### config.mk
export PLATFORM = sky130hd
export DESIGN_NAME = tdoa_direction_normalizer
export DESIGN_NICKNAME = d
export VERILOG_FILES = /design/src/hdl/tdoa_pkg.sv /design/src/hdl/tdoa_direction_normalizer.sv
export SDC_FILE = /design/constraint.sdc
export NUM_CORES = 2
export LEC_CHECK = 0
export ABC_AREA = 1
export CAP_MARGIN = 20
export CELL_PAD_IN_SITES_DETAIL_PLACEMENT = 1
export CELL_PAD_IN_SITES_GLOBAL_PLACEMENT = 2
export CORE_ASPECT_RATIO = 0.7
export CORE_MARGIN = 3
export CORE_UTILIZATION = 38
export CTS_BUF_LIST = sky130_fd_sc_hd__clkbuf_4
export DETAILED_ROUTE_END_ITERATION = 10
export DONT_BUFFER_PORTS = 1
export PLACE_DENSITY = 0.78
export SLEW_MARGIN = 5
export SYNTH_ARGS = -nofsm -noshare
export SYNTH_HDL_FRONTEND = slang
export SYNTH_SLANG_ARGS = --single-unit
### constraint.sdc
create_clock -name clk_i -period 5.7 [get_ports clk_i]
set_input_delay 0.57 -clock clk_i [delete_from_list [all_inputs] [get_ports clk_i]]
set_output_delay 0.57 -clock clk_i [all_outputs]
set_load 0.005 [all_outputs]
### src/hdl/tdoa_pkg.sv
// ----------------------------------------------------------------------------
// tdoa_pkg
// Types and fixed widths shared by the TDOA direction normaliser.
// ----------------------------------------------------------------------------
package tdoa_pkg;

  localparam int TdoaWidth = 12;
  localparam int DirWidth  = 16;

  typedef struct packed {
    logic signed [TdoaWidth-1:0] tdoa_first;
    logic signed [TdoaWidth-1:0] tdoa_second;
  } tdoa_req_t;

  typedef struct packed {
    logic signed [DirWidth-1:0] dir_x;
    logic signed [DirWidth-1:0] dir_y;
    logic                       direction_valid;
  } tdoa_res_t;

endpackage

### src/hdl/tdoa_direction_normalizer.sv
// ----------------------------------------------------------------------------
// tdoa_direction_normalizer
// Unit direction vector from two microphone time differences.
// ----------------------------------------------------------------------------
// Usage: drive req_i and raise start_i; the pair is taken on any rising edge
// with start_i high and busy_o low. busy_o is always low, so one pair may be
// issued every cycle. The block forms x = 16*(t1-t0), y = 9*(t0+t1), takes
// m = isqrt(x*x+y*y) one root bit per stage, then divides both components by
// m one quotient bit per stage, giving dir = (c << FRAC_BITS) / m in Q1.14.
// A zero vector gives zero components with direction_valid low.
// Results pass through stage A, stage B, the square-root chain, the divider
// chain and the output register, in order. Throughput: one result
// per cycle. Each result is shown on res_o for one cycle with valid_o high.
// The receiver cannot stall; results are not held. Reset clears all stage
// valid bits, so nothing in flight at reset emerges.
// ----------------------------------------------------------------------------
module tdoa_direction_normalizer #(
  parameter int FRAC_BITS = 14
) (
  input  logic               clk_i,
  input  logic               rst_ni,
  input  logic               start_i,
  output logic               busy_o,
  input  tdoa_pkg::tdoa_req_t req_i,
  output logic               valid_o,
  output tdoa_pkg::tdoa_res_t res_o
);
  import tdoa_pkg::*;

  localparam int TW  = TdoaWidth;
  localparam int XW  = TW + 5;          // signed x, y
  localparam int MW  = TW + 4;          // magnitudes
  localparam int RW  = MW + 1;          // root width
  localparam int SW  = 2 * RW;          // sum of squares
  localparam int QB  = FRAC_BITS + 1;   // quotient bits
  localparam int QW  = (FRAC_BITS + 2 > DirWidth) ? FRAC_BITS + 2 : DirWidth;
  localparam int Lat = RW + QB + 4;

  assign busy_o = 1'b0;

  // ---- stage A: x, y and magnitudes ----
  logic [TW:0]   diff_w, sum_w;
  logic [XW-1:0] x_w, y_w, sum_ext_w;
  logic [XW-1:0] ax_w, ay_w;

  always_comb begin
    diff_w    = {req_i.tdoa_second[TW-1], req_i.tdoa_second}
              - {req_i.tdoa_first[TW-1], req_i.tdoa_first};
    sum_w     = {req_i.tdoa_second[TW-1], req_i.tdoa_second}
              + {req_i.tdoa_first[TW-1], req_i.tdoa_first};
    x_w       = {diff_w, 4'b0000};
    sum_ext_w = {{(XW-TW-1){sum_w[TW]}}, sum_w};
    y_w       = {sum_ext_w[XW-4:0], 3'b000} + sum_ext_w;
    ax_w      = x_w[XW-1] ? (~x_w + 1'b1) : x_w;
    ay_w      = y_w[XW-1] ? (~y_w + 1'b1) : y_w;
  end

  logic          a_vld_q;
  logic [MW-1:0] a_ax_q, a_ay_q;
  logic          a_sx_q, a_sy_q;

  always_ff @(posedge clk_i or negedge rst_ni) begin
    if (!rst_ni) begin
      a_vld_q <= 1'b0;
    end else begin
      a_vld_q <= start_i && !busy_o;
    end
  end

  always_ff @(posedge clk_i) begin
    a_ax_q <= ax_w[MW-1:0];
    a_ay_q <= ay_w[MW-1:0];
    a_sx_q <= x_w[XW-1];
    a_sy_q <= y_w[XW-1];
  end

  // ---- stage B: squares ----
  logic            b_vld_q;
  logic [2*MW-1:0] b_xx_q, b_yy_q;
  logic [MW-1:0]   b_ax_q, b_ay_q;
  logic            b_sx_q, b_sy_q;

  always_ff @(posedge clk_i or negedge rst_ni) begin
    if (!rst_ni) begin
      b_vld_q <= 1'b0;
    end else begin
      b_vld_q <= a_vld_q;
    end
  end

  always_ff @(posedge clk_i) begin
    b_xx_q <= a_ax_q * a_ax_q;
    b_yy_q <= a_ay_q * a_ay_q;
    b_ax_q <= a_ax_q;
    b_ay_q <= a_ay_q;
    b_sx_q <= a_sx_q;
    b_sy_q <= a_sy_q;
  end

  // ---- square-root chain, one root bit per stage ----
  logic          sq_vld_q  [RW+1];
  logic [SW-1:0] sq_n_q    [RW+1];
  logic [RW+1:0] sq_rem_q  [RW+1];
  logic [RW-1:0] sq_root_q [RW+1];
  logic [MW-1:0] sq_ax_q   [RW+1];
  logic [MW-1:0] sq_ay_q   [RW+1];
  logic          sq_sx_q   [RW+1];
  logic          sq_sy_q   [RW+1];

  always_ff @(posedge clk_i or negedge rst_ni) begin
    if (!rst_ni) begin
      sq_vld_q[0] <= 1'b0;
    end else begin
      sq_vld_q[0] <= b_vld_q;
    end
  end

  always_ff @(posedge clk_i) begin
    sq_n_q[0]    <= SW'(b_xx_q) + SW'(b_yy_q);
    sq_rem_q[0]  <= '0;
    sq_root_q[0] <= '0;
    sq_ax_q[0]   <= b_ax_q;
    sq_ay_q[0]   <= b_ay_q;
    sq_sx_q[0]   <= b_sx_q;
    sq_sy_q[0]   <= b_sy_q;
  end

  for (genvar k = 0; k < RW; k++) begin : g_sqrt
    logic [RW+1:0] rem_sh, trial, rem_nx;
    logic          ge;

    always_comb begin
      rem_sh = {sq_rem_q[k][RW-1:0], sq_n_q[k][SW-1 -: 2]};
      trial  = {sq_root_q[k], 2'b01};
      ge     = rem_sh >= trial;
      rem_nx = ge ? rem_sh - trial : rem_sh;
    end

    always_ff @(posedge clk_i or negedge rst_ni) begin
      if (!rst_ni) begin
        sq_vld_q[k+1] <= 1'b0;
      end else begin
        sq_vld_q[k+1] <= sq_vld_q[k];
      end
    end

    always_ff @(posedge clk_i) begin
      sq_n_q[k+1]    <= {sq_n_q[k][SW-3:0], 2'b00};
      sq_rem_q[k+1]  <= rem_nx;
      sq_root_q[k+1] <= {sq_root_q[k][RW-2:0], ge};
      sq_ax_q[k+1]   <= sq_ax_q[k];
      sq_ay_q[k+1]   <= sq_ay_q[k];
      sq_sx_q[k+1]   <= sq_sx_q[k];
      sq_sy_q[k+1]   <= sq_sy_q[k];
    end
  end

  // ---- divider chain, one quotient bit per stage for both components ----
  logic          dv_vld_q [QB];
  logic [RW:0]   dv_rx_q  [QB];
  logic [RW:0]   dv_ry_q  [QB];
  logic [QB-1:0] dv_qx_q  [QB];
  logic [QB-1:0] dv_qy_q  [QB];
  logic [RW-1:0] dv_m_q   [QB];
  logic          dv_sx_q  [QB];
  logic          dv_sy_q  [QB];

  for (genvar j = 0; j < QB; j++) begin : g_div
    logic          vld_in;
    logic [RW:0]   rx_in, ry_in;
    logic [QB-1:0] qx_in, qy_in;
    logic [RW-1:0] m_in;
    logic          sx_in, sy_in;
    logic [RW:0]   tx, ty, mx;
    logic          gex, gey;

    if (j == 0) begin : g_first
      assign vld_in = sq_vld_q[RW];
      assign rx_in  = (RW+1)'(sq_ax_q[RW]);
      assign ry_in  = (RW+1)'(sq_ay_q[RW]);
      assign qx_in  = '0;
      assign qy_in  = '0;
      assign m_in   = sq_root_q[RW];
      assign sx_in  = sq_sx_q[RW];
      assign sy_in  = sq_sy_q[RW];
    end else begin : g_next
      assign vld_in = dv_vld_q[j-1];
      assign rx_in  = dv_rx_q[j-1];
      assign ry_in  = dv_ry_q[j-1];
      assign qx_in  = dv_qx_q[j-1];
      assign qy_in  = dv_qy_q[j-1];
      assign m_in   = dv_m_q[j-1];
      assign sx_in  = dv_sx_q[j-1];
      assign sy_in  = dv_sy_q[j-1];
    end

    always_comb begin
      // first step compares the bare magnitude, later ones the doubled remainder
      tx  = (j == 0) ? rx_in : {rx_in[RW-1:0], 1'b0};
      ty  = (j == 0) ? ry_in : {ry_in[RW-1:0], 1'b0};
      mx  = {1'b0, m_in};
      gex = tx >= mx;
      gey = ty >= mx;
    end

    always_ff @(posedge clk_i or negedge rst_ni) begin
      if (!rst_ni) begin
        dv_vld_q[j] <= 1'b0;
      end else begin
        dv_vld_q[j] <= vld_in;
      end
    end

    always_ff @(posedge clk_i) begin
      dv_rx_q[j] <= gex ? tx - mx : tx;
      dv_ry_q[j] <= gey ? ty - mx : ty;
      dv_qx_q[j] <= {qx_in[QB-2:0], gex};
      dv_qy_q[j] <= {qy_in[QB-2:0], gey};
      dv_m_q[j]  <= m_in;
      dv_sx_q[j] <= sx_in;
      dv_sy_q[j] <= sy_in;
    end
  end

  // ---- output register ----
  logic [QW-1:0] qx_w, qy_w;
  logic          zero_w;
  logic          out_vld_q;
  tdoa_res_t     res_q;

  always_comb begin
    qx_w   = QW'(dv_qx_q[QB-1]);
    qy_w   = QW'(dv_qy_q[QB-1]);
    qx_w   = dv_sx_q[QB-1] ? (~qx_w + 1'b1) : qx_w;
    qy_w   = dv_sy_q[QB-1] ? (~qy_w + 1'b1) : qy_w;
    zero_w = dv_m_q[QB-1] == '0;
  end

  always_ff @(posedge clk_i or negedge rst_ni) begin
    if (!rst_ni) begin
      out_vld_q <= 1'b0;
    end else begin
      out_vld_q <= dv_vld_q[QB-1];
    end
  end

  always_ff @(posedge clk_i) begin
    res_q.dir_x           <= zero_w ? '0 : qx_w[DirWidth-1:0];
    res_q.dir_y           <= zero_w ? '0 : qy_w[DirWidth-1:0];
    res_q.direction_valid <= !zero_w;
  end

  assign valid_o = out_vld_q;
  assign res_o   = res_q;

`ifndef SYNTHESIS
  a_lat : assert property (@(posedge clk_i) disable iff (!rst_ni)
    (start_i && !busy_o) |-> ##Lat valid_o)
    else $error("result missing after pipeline latency");
  a_zero_in : assert property (@(posedge clk_i) disable iff (!rst_ni)
    (start_i && !busy_o && req_i.tdoa_first == '0 && req_i.tdoa_second == '0)
      |-> ##Lat (valid_o && !res_o.direction_valid))
    else $error("zero vector not flagged");
  a_zero_out : assert property (@(posedge clk_i) disable iff (!rst_ni)
    (valid_o && !res_o.direction_valid) |-> (res_o.dir_x == '0 && res_o.dir_y == '0))
    else $error("invalid direction with non-zero components");
  a_spurious : assert property (@(posedge clk_i) disable iff (!rst_ni)
    !(start_i && !busy_o) |-> ##Lat !valid_o)
    else $error("result without a transfer");
`endif

endmodule
=== Word level (Yosys, flattened, before mapping) ===
Memories as Yosys holds them, arrays and structs flattened.
Index checks and enable logic that the tools add are counted.

* Add/subtract/negate cells: 55
* Multipliers: 2
* Divide/modulo/power cells: 0
* Magnitude comparators: 47
* Eq/ne operators: 0
* Shift operators: 0
* Muxes and demuxes: 51
* Bitwise operators: 6
* Reductions and logical operators: 4

{| class="wikitable"
|+ Operators with widths
! kind !! count
|-
| 2-to-1 mux 18 bit || 30
|-
| greater-or-equal comparator 18 x 17 -> 1 bit || 28
|-
| subtractor 18 x 17 -> 18 bit || 28
|-
| greater-or-equal comparator 19 bit || 17
|-
| 2-to-1 mux 19 bit || 17
|-
| subtractor 19 bit || 17
|-
| adder 16 x 1 -> 16 bit, second input constant || 4
|-
| multiplier 16 x 16 -> 32 bit || 2
|-
| subtractor 16 x 17 -> 18 bit || 2
|-
| greater-or-equal comparator 16 x 17 -> 1 bit || 2
|-
| adder 32 x 32 -> 33 bit || 1
|-
| 2-to-1 mux 16 bit || 2
|-
| inverter 15 -> 16 bit || 2
|-
| inverter 16 bit || 2
|-
| 2-to-1 mux 15 bit || 2
|-
| adder 16 x 13 -> 17 bit || 1
|-
| zero test 17 bit || 1
|-
| adder 12 x 12 -> 13 bit || 1
|-
| subtractor 12 x 12 -> 13 bit || 1
|-
| OR reduction 2 bit || 2
|-
| inverter 1 bit || 2
|-
| zero test 1 bit || 1
|}

* Register bits: 201
* Bits in latches: 0
* Memory bits (writable): 3147
* Memory bits (read-only): 0
* Input bits: 27
* Memories: 14

{| class="wikitable"
|+ Memory list
! memory !! words !! width !! rd ports !! clocked after memory_dff !! wr ports !! RTL line !! source
|-
| sq_n_q || 18 || 34 || 17 || 0 || 18 || tdoa_direction_normalizer.sv:102 || <nowiki>logic [SW-1:0] sq_n_q [RW+1];</nowiki>
|-
| sq_rem_q || 18 || 19 || 17 || 0 || 18 || tdoa_direction_normalizer.sv:103 || <nowiki>logic [RW+1:0] sq_rem_q [RW+1];</nowiki>
|-
| sq_root_q || 18 || 17 || 18 || 0 || 18 || tdoa_direction_normalizer.sv:104 || <nowiki>logic [RW-1:0] sq_root_q [RW+1];</nowiki>
|-
| sq_ax_q || 18 || 16 || 18 || 0 || 18 || tdoa_direction_normalizer.sv:105 || <nowiki>logic [MW-1:0] sq_ax_q [RW+1];</nowiki>
|-
| sq_ay_q || 18 || 16 || 18 || 0 || 18 || tdoa_direction_normalizer.sv:106 || <nowiki>logic [MW-1:0] sq_ay_q [RW+1];</nowiki>
|-
| dv_rx_q || 15 || 18 || 14 || 0 || 15 || tdoa_direction_normalizer.sv:160 || <nowiki>logic [RW:0] dv_rx_q [QB];</nowiki>
|-
| +8 memories || - || - || - || - || - || - ||
|}

=== Longest topological paths before layout ===
* Depth after elaboration: 5
* Depth in mapped cells: 27

=== Least setup slack after synthesis ===
OpenSTA, ideal clock, no wires.

* Path type: register to register
* From: register a_ay_q[4]
* To: register b_yy_q[23]
* Data arrival time: 5.543 ns
* Required time: 5.628 ns
* Path slack: 0.085 ns
* Cell stages (with the launch flop): 21
* Buffers on the path: 2
* Period minus slack after synthesis: 5.615 ns
* Cells stage by stage: dfxtp_1 > clkbuf_1 > clkbuf_1 > nand2_1 > fa_1 > fa_1 > inv_1 > fa_1 > fa_1 > fa_1 > inv_1 > fa_1 > inv_1 > ha_1 > nand2_1 > nor2_1 > nand4_1 > o21ai_0 > nand2_1 > o21ai_0 > xor2_1

* Cells in the longest elaborated chain, start to end: 1

{| class="wikitable"
|+ RTL lines
! what !! RTL line !! source
|-
| from (decl) || tdoa_direction_normalizer.sv:59 || <nowiki>logic [MW-1:0] a_ax_q, a_ay_q;</nowiki>
|-
| from (signal assigned) || tdoa_direction_normalizer.sv:72 || <nowiki>a_ay_q <= ay_w[MW-1:0];</nowiki>
|-
| multiplier 16 x 16 -> 32 bit || tdoa_direction_normalizer.sv:93 || <nowiki>b_yy_q <= a_ay_q * a_ay_q;</nowiki>
|-
| to (signal assigned) || tdoa_direction_normalizer.sv:93 ||
|-
| to (decl) || tdoa_direction_normalizer.sv:79 || <nowiki>logic [2*MW-1:0] b_xx_q, b_yy_q;</nowiki>
|}

No other way between the ends.
A chain may end at the register's enable or synchronous reset.

=== Worst setup path after layout ===
* From: register a_ay_q[3]
* To: register b_yy_q[24]

Same word-level chain as after synthesis.

==> results.txt <==
- DRC marker count from the first detailed-route iteration: 4330
* Largest net degree at the start of global routing: 37
- Number of pins with negative max-slew slack in the final report: 0
- Post-synth top area share: 0.437
- Normalized max-slew margin: 0.387
* Via count: around 84000
- Maximum level of the CTS H-tree: 6
* Path class of the lowest-slack min-delay path: reg -> reg
* Terminus of the critical flop-to-flop path: b_yy_q[24]
- Final Critical Period: around 5500 ps
* Largest cells by area after synthesis: sky130_fd_sc_hd__dfxtp_1 44%, sky130_fd_sc_hd__ha_1 11%, sky130_fd_sc_hd__nand2_1 8.9%
* Multi-input logic area: between 50000 and 60000 µm²
- Number of clock sinks: about 2400
* Achievable clock frequency: around 180 MHz
- By instance count, the leading cell after synthesis is sky130_fd_sc_hd__nand2_1.
- In the final layout, the share of cells above drive strength 1 is 0.0889.
- Vertical extent of the die: ~450 µm
* Placed wire-length estimate: around 250000 µm
- A synthesized cell averages roughly 8.6 µm².
* Placement Rows: 162
* Sequential fraction of the synthesis area: 0.446
* Cell variety after synth: a little over 60
- # port buffers: 0
* Vias in the first global route: about 88000
- Outcome: completed
* Unrepaired setup endpoints after global routing: yes
- Number of antenna violations at the first check in global routing: 28
* Hold slack: about 250 ps
- Slowest cell on the critical path: sky130_fd_sc_hd__fa_1
* Final estimated routing congestion in global placement: 0.890
* Total wirelength of the detailed-routed design: roughly 310000 µm
* Initial core utilization: 0.383
- In the synthesized netlist the async set-or-reset flop fraction comes to 0.0152.
* Insertion delay to the later sink of the worst-skew pair: about 1400 ps
- Summed over all instances, the cell type with the most area after synthesis is sky130_fd_sc_hd__dfxtp_1.
- Max-capacitance violation count: 0
- TritonCTS clock tree: yes
- Yosys mapped a number of flops with a built-in enable equal to 0.
- Wire per inst: between 15 and 20 µm
- For this run, design rule violations remaining after detail routing come to 0.
* CP required: just under 7000 ps
- Traced cell by cell, the critical path runs through buf_4 > nand2_1 > inv_1 > fa_1 > inv_1 > fa_1 > inv_1 > fa_1 > fa_1 > fa_1 > inv_1 > fa_1 > inv_1 > ha_2 > nand2_1 > nor2_4 > inv_1 > nor2_1 > nand2_1 > o211ai_1 > xor2_1.
- Number of cell instances on the worst register-to-register path: 21
- Cell Area, Synth: 107000 µm²
- Final period utilization: 0.959
- Clock Skew: between 100 and 150 ps
* GRT overflow: 0
* Growth of design area from synthesis to finish: 11.7%
- Total core area: ~280000 µm²
* Number of standard cells after synthesis: about 13000
* Startpoint class of the critical path: flop
- Critical register-to-register path startpoint: a_ay_q[3]
- # setup viols final: 0
* Vias per cell: slightly below 5
- Setup slack, reg-to-reg: 230 ps
- Total global-route track usage: 0.217
- CTS Root Cell: sky130_fd_sc_hd__clkbuf_4
- The layout has between 30000 and 40000 filler cells.
- Clk pin slew, worst setup/hold paths: ~60 ps
* Final count of hold timing violations: 0
* Synth cell count leaders: 2548 x sky130_fd_sc_hd__nand2_1, 2340 x sky130_fd_sc_hd__dfxtp_1, 1922 x sky130_fd_sc_hd__inv_1, 920 x sky130_fd_sc_hd__ha_1, 735 x sky130_fd_sc_hd__nor2_1
* Dominant synthesized flop cell: sky130_fd_sc_hd__dfxtp_1
- Number of buffers inserted during clock tree synthesis: a little under 600
* Critical path class: reg -> reg
- The worst hold path begins at sq_n_q[7][22].
- Worst slack after detailed placement: -61.0 ps
- WHS Endpoint: sq_n_q[8][24]
* Flip-flop and latch area: ~48000 µm²
* IO Count: 62
- For this run, the post-layout net count is 14300.
- In the post-route analysis, the smallest setup slack over all paths is between 200 and 250 ps.
* Hold path cells: 0
- The first global-routing pass estimated around 500000 µm of wire.
* Buffer depth of the longest clock path: 4
- Largest incremental delay on the critical path: ~550 ps
- At the worst endpoint, the arrival time is ~6600 ps.
- Number of nets still failing antenna checks after routing: 0
- Synthesis inferred approximately 2400 register bits.
* Endpoint kind of the worst setup timing path: flop
* Utilization after layout: 0.428
- The Yosys step of the flow raised 0 warnings.
- Maximum net fanout on the critical path: 6
* Full die area: 288000 µm²
- The die is about 640 µm wide.
* Slew at the pin closest to its max-slew limit: approximately 900 ps
* Length of the first detailed-routing pass in iterations: 6
[through the flow]
| step | instance area (µm²) | std cells | setup TNS (ps) |
|---|---|---|---|
| 2_1_floorplan | 107000 | 12500 | 0 |
| 3_3_place_gp | 111000 | 16100 | -139 |
| 3_5_place_dp | 111000 | 16100 | -248 |
| 4_1_cts | 119000 | 17200 | 0 |
| 5_1_grt | 120000 | 17200 | -113 |
| 6_report | 120000 | 17200 | 0 |
[worst max-delay path by stage]
stage	depth (start not counted)	startpoint	to	slack [ps]
after detailed placement	19	a_ay_q[4]	b_yy_q[23]	-60
after floorplan	20	a_ay_q[4]	b_yy_q[23]	90
after global placement	19	a_ay_q[11]	b_yy_q[30]	-60
after global routing	22	a_ay_q[9]	b_yy_q[24]	-30
final	21	a_ay_q[3]	b_yy_q[24]	230
after CTS	18	a_ay_q[12]	b_yy_q[28]	10
[cells in the final DEF (no fill, tap or decap), types with 22 or more instances in the layout]
master / Yosys / layout
sky130_fd_sc_hd__clkinv_2: 0 / 40
sky130_fd_sc_hd__fa_1: 274 / 273
sky130_fd_sc_hd__nor2_1: 735 / 730
sky130_fd_sc_hd__a21o_1: 70 / 70
sky130_fd_sc_hd__nand2_1: 2548 / 2542
sky130_fd_sc_hd__inv_2: 13 / 26
sky130_fd_sc_hd__nand3_1: 518 / 518
sky130_fd_sc_hd__o21a_1: 26 / 26
sky130_fd_sc_hd__a21oi_1: 726 / 715
sky130_fd_sc_hd__nand3b_1: 123 / 123
sky130_fd_sc_hd__nand4_1: 216 / 216
sky130_fd_sc_hd__inv_1: 1922 / 1920
sky130_fd_sc_hd__ha_1: 920 / 917
sky130_fd_sc_hd__a31oi_1: 73 / 73
sky130_fd_sc_hd__nor3_1: 208 / 207
sky130_fd_sc_hd__dlygate4sd3_1: 0 / 57
sky130_fd_sc_hd__clkinv_1: 0 / 93
sky130_fd_sc_hd__nand2_2: 17 / 23
sky130_fd_sc_hd__buf_4: 37 / 70
sky130_fd_sc_hd__xnor2_1: 197 / 197
sky130_fd_sc_hd__dfxtp_1: 2340 / 2323
sky130_fd_sc_hd__a21oi_2: 31 / 42
sky130_fd_sc_hd__xor2_1: 381 / 381
sky130_fd_sc_hd__o21ai_1: 112 / 119
sky130_fd_sc_hd__dfrtp_1: 36 / 36
sky130_fd_sc_hd__o21bai_1: 25 / 25
sky130_fd_sc_hd__o21ai_0: 657 / 647
sky130_fd_sc_hd__clkbuf_4: 0 / 822
sky130_fd_sc_hd__nor3_2: 21 / 22
[registers in the layout (all words and copies together), names as in the netlist, 11 cells and up]
signal / count
a_ay_q: 16
b_ay_q: 16
b_ax_q: 11
sq_n_q: 271
dv_qx_q: 120
sq_rem_q: 250
sq_vld_q: 17
dv_ry_q: 238
a_ax_q: 11
sq_sy_q: 18
dv_m_q: 255
sq_root_q: 153
dv_sy_q: 15
b_yy_q: 30
dv_sx_q: 15
sq_ay_q: 280
b_xx_q: 22
dv_qy_q: 120
g_div.vld_in: 15
sq_ax_q: 206
sq_sx_q: 18
res_o: 33
dv_rx_q: 238
[metal layers]
| metal | track usage | vias to the layer above | wire [µm] |
|---|---|---|---|
| met5 | 0 | - | 70 |
| li1 | - | 41700 | - |
| met1 | 0.335 | 40100 | 167000 |
| met4 | 0.0535 | 10 | 6060 |
| met3 | 0.0357 | 400 | 15000 |
| met2 | 0.308 | 1522 | 125000 |
[logic make-up after synthesis]
group	share of synthesized area
AO/OA/AOI/OAI	0.0896
XOR/XNOR	0.0472
adder cells (fa/ha/maj)	0.159
buffers and inverters	0.0777
flip-flops	0.446
multiplexers	0.000105
other	0.0000350
AND/OR/NAND/NOR	0.181
[worst max-delay path: cells and delay by family (launching register included)]
| kind | cells | cell delay, ps |
|---|---|---|
| AO/OA/AOI/OAI | 1 | 230 |
| XOR/XNOR | 1 | 160 |
| adder cells (fa/ha/maj) | 7 | 3500 |
| buffers and inverters | 7 | 510 |
| flip-flops | 1 | 370 |
| AND/OR/NAND/NOR | 5 | 600 |
[cell type report]
| type | instances | share of cell area |
|---|---|---|
| inverter | 1935 | 0.0607 |
| clock buffer | 822 | 0.0515 |
| tap | 3690 | 0.0386 |
| multi-input combinational | 8032 | 0.428 |
| antenna | 10 | 0.000209 |
| sequential | 2376 | 0.399 |
| clock inverter | 179 | 0.00992 |
| timing repair buffer | 148 | 0.0122 |
[timing repair]
action | in CTS | in global routing
hold buffers | 59 | 0
pin swaps | 0 | 7
resized for setup | 9 | 64
setup buffers | 0 | 2
endpoints found under the setup margin | 8 | 22
hold endpoints to repair | 57 | 0
Power is left out: the tool's default activity adds up to more than one toggle a clock period on the data nets, which glitch-free logic cannot reach.
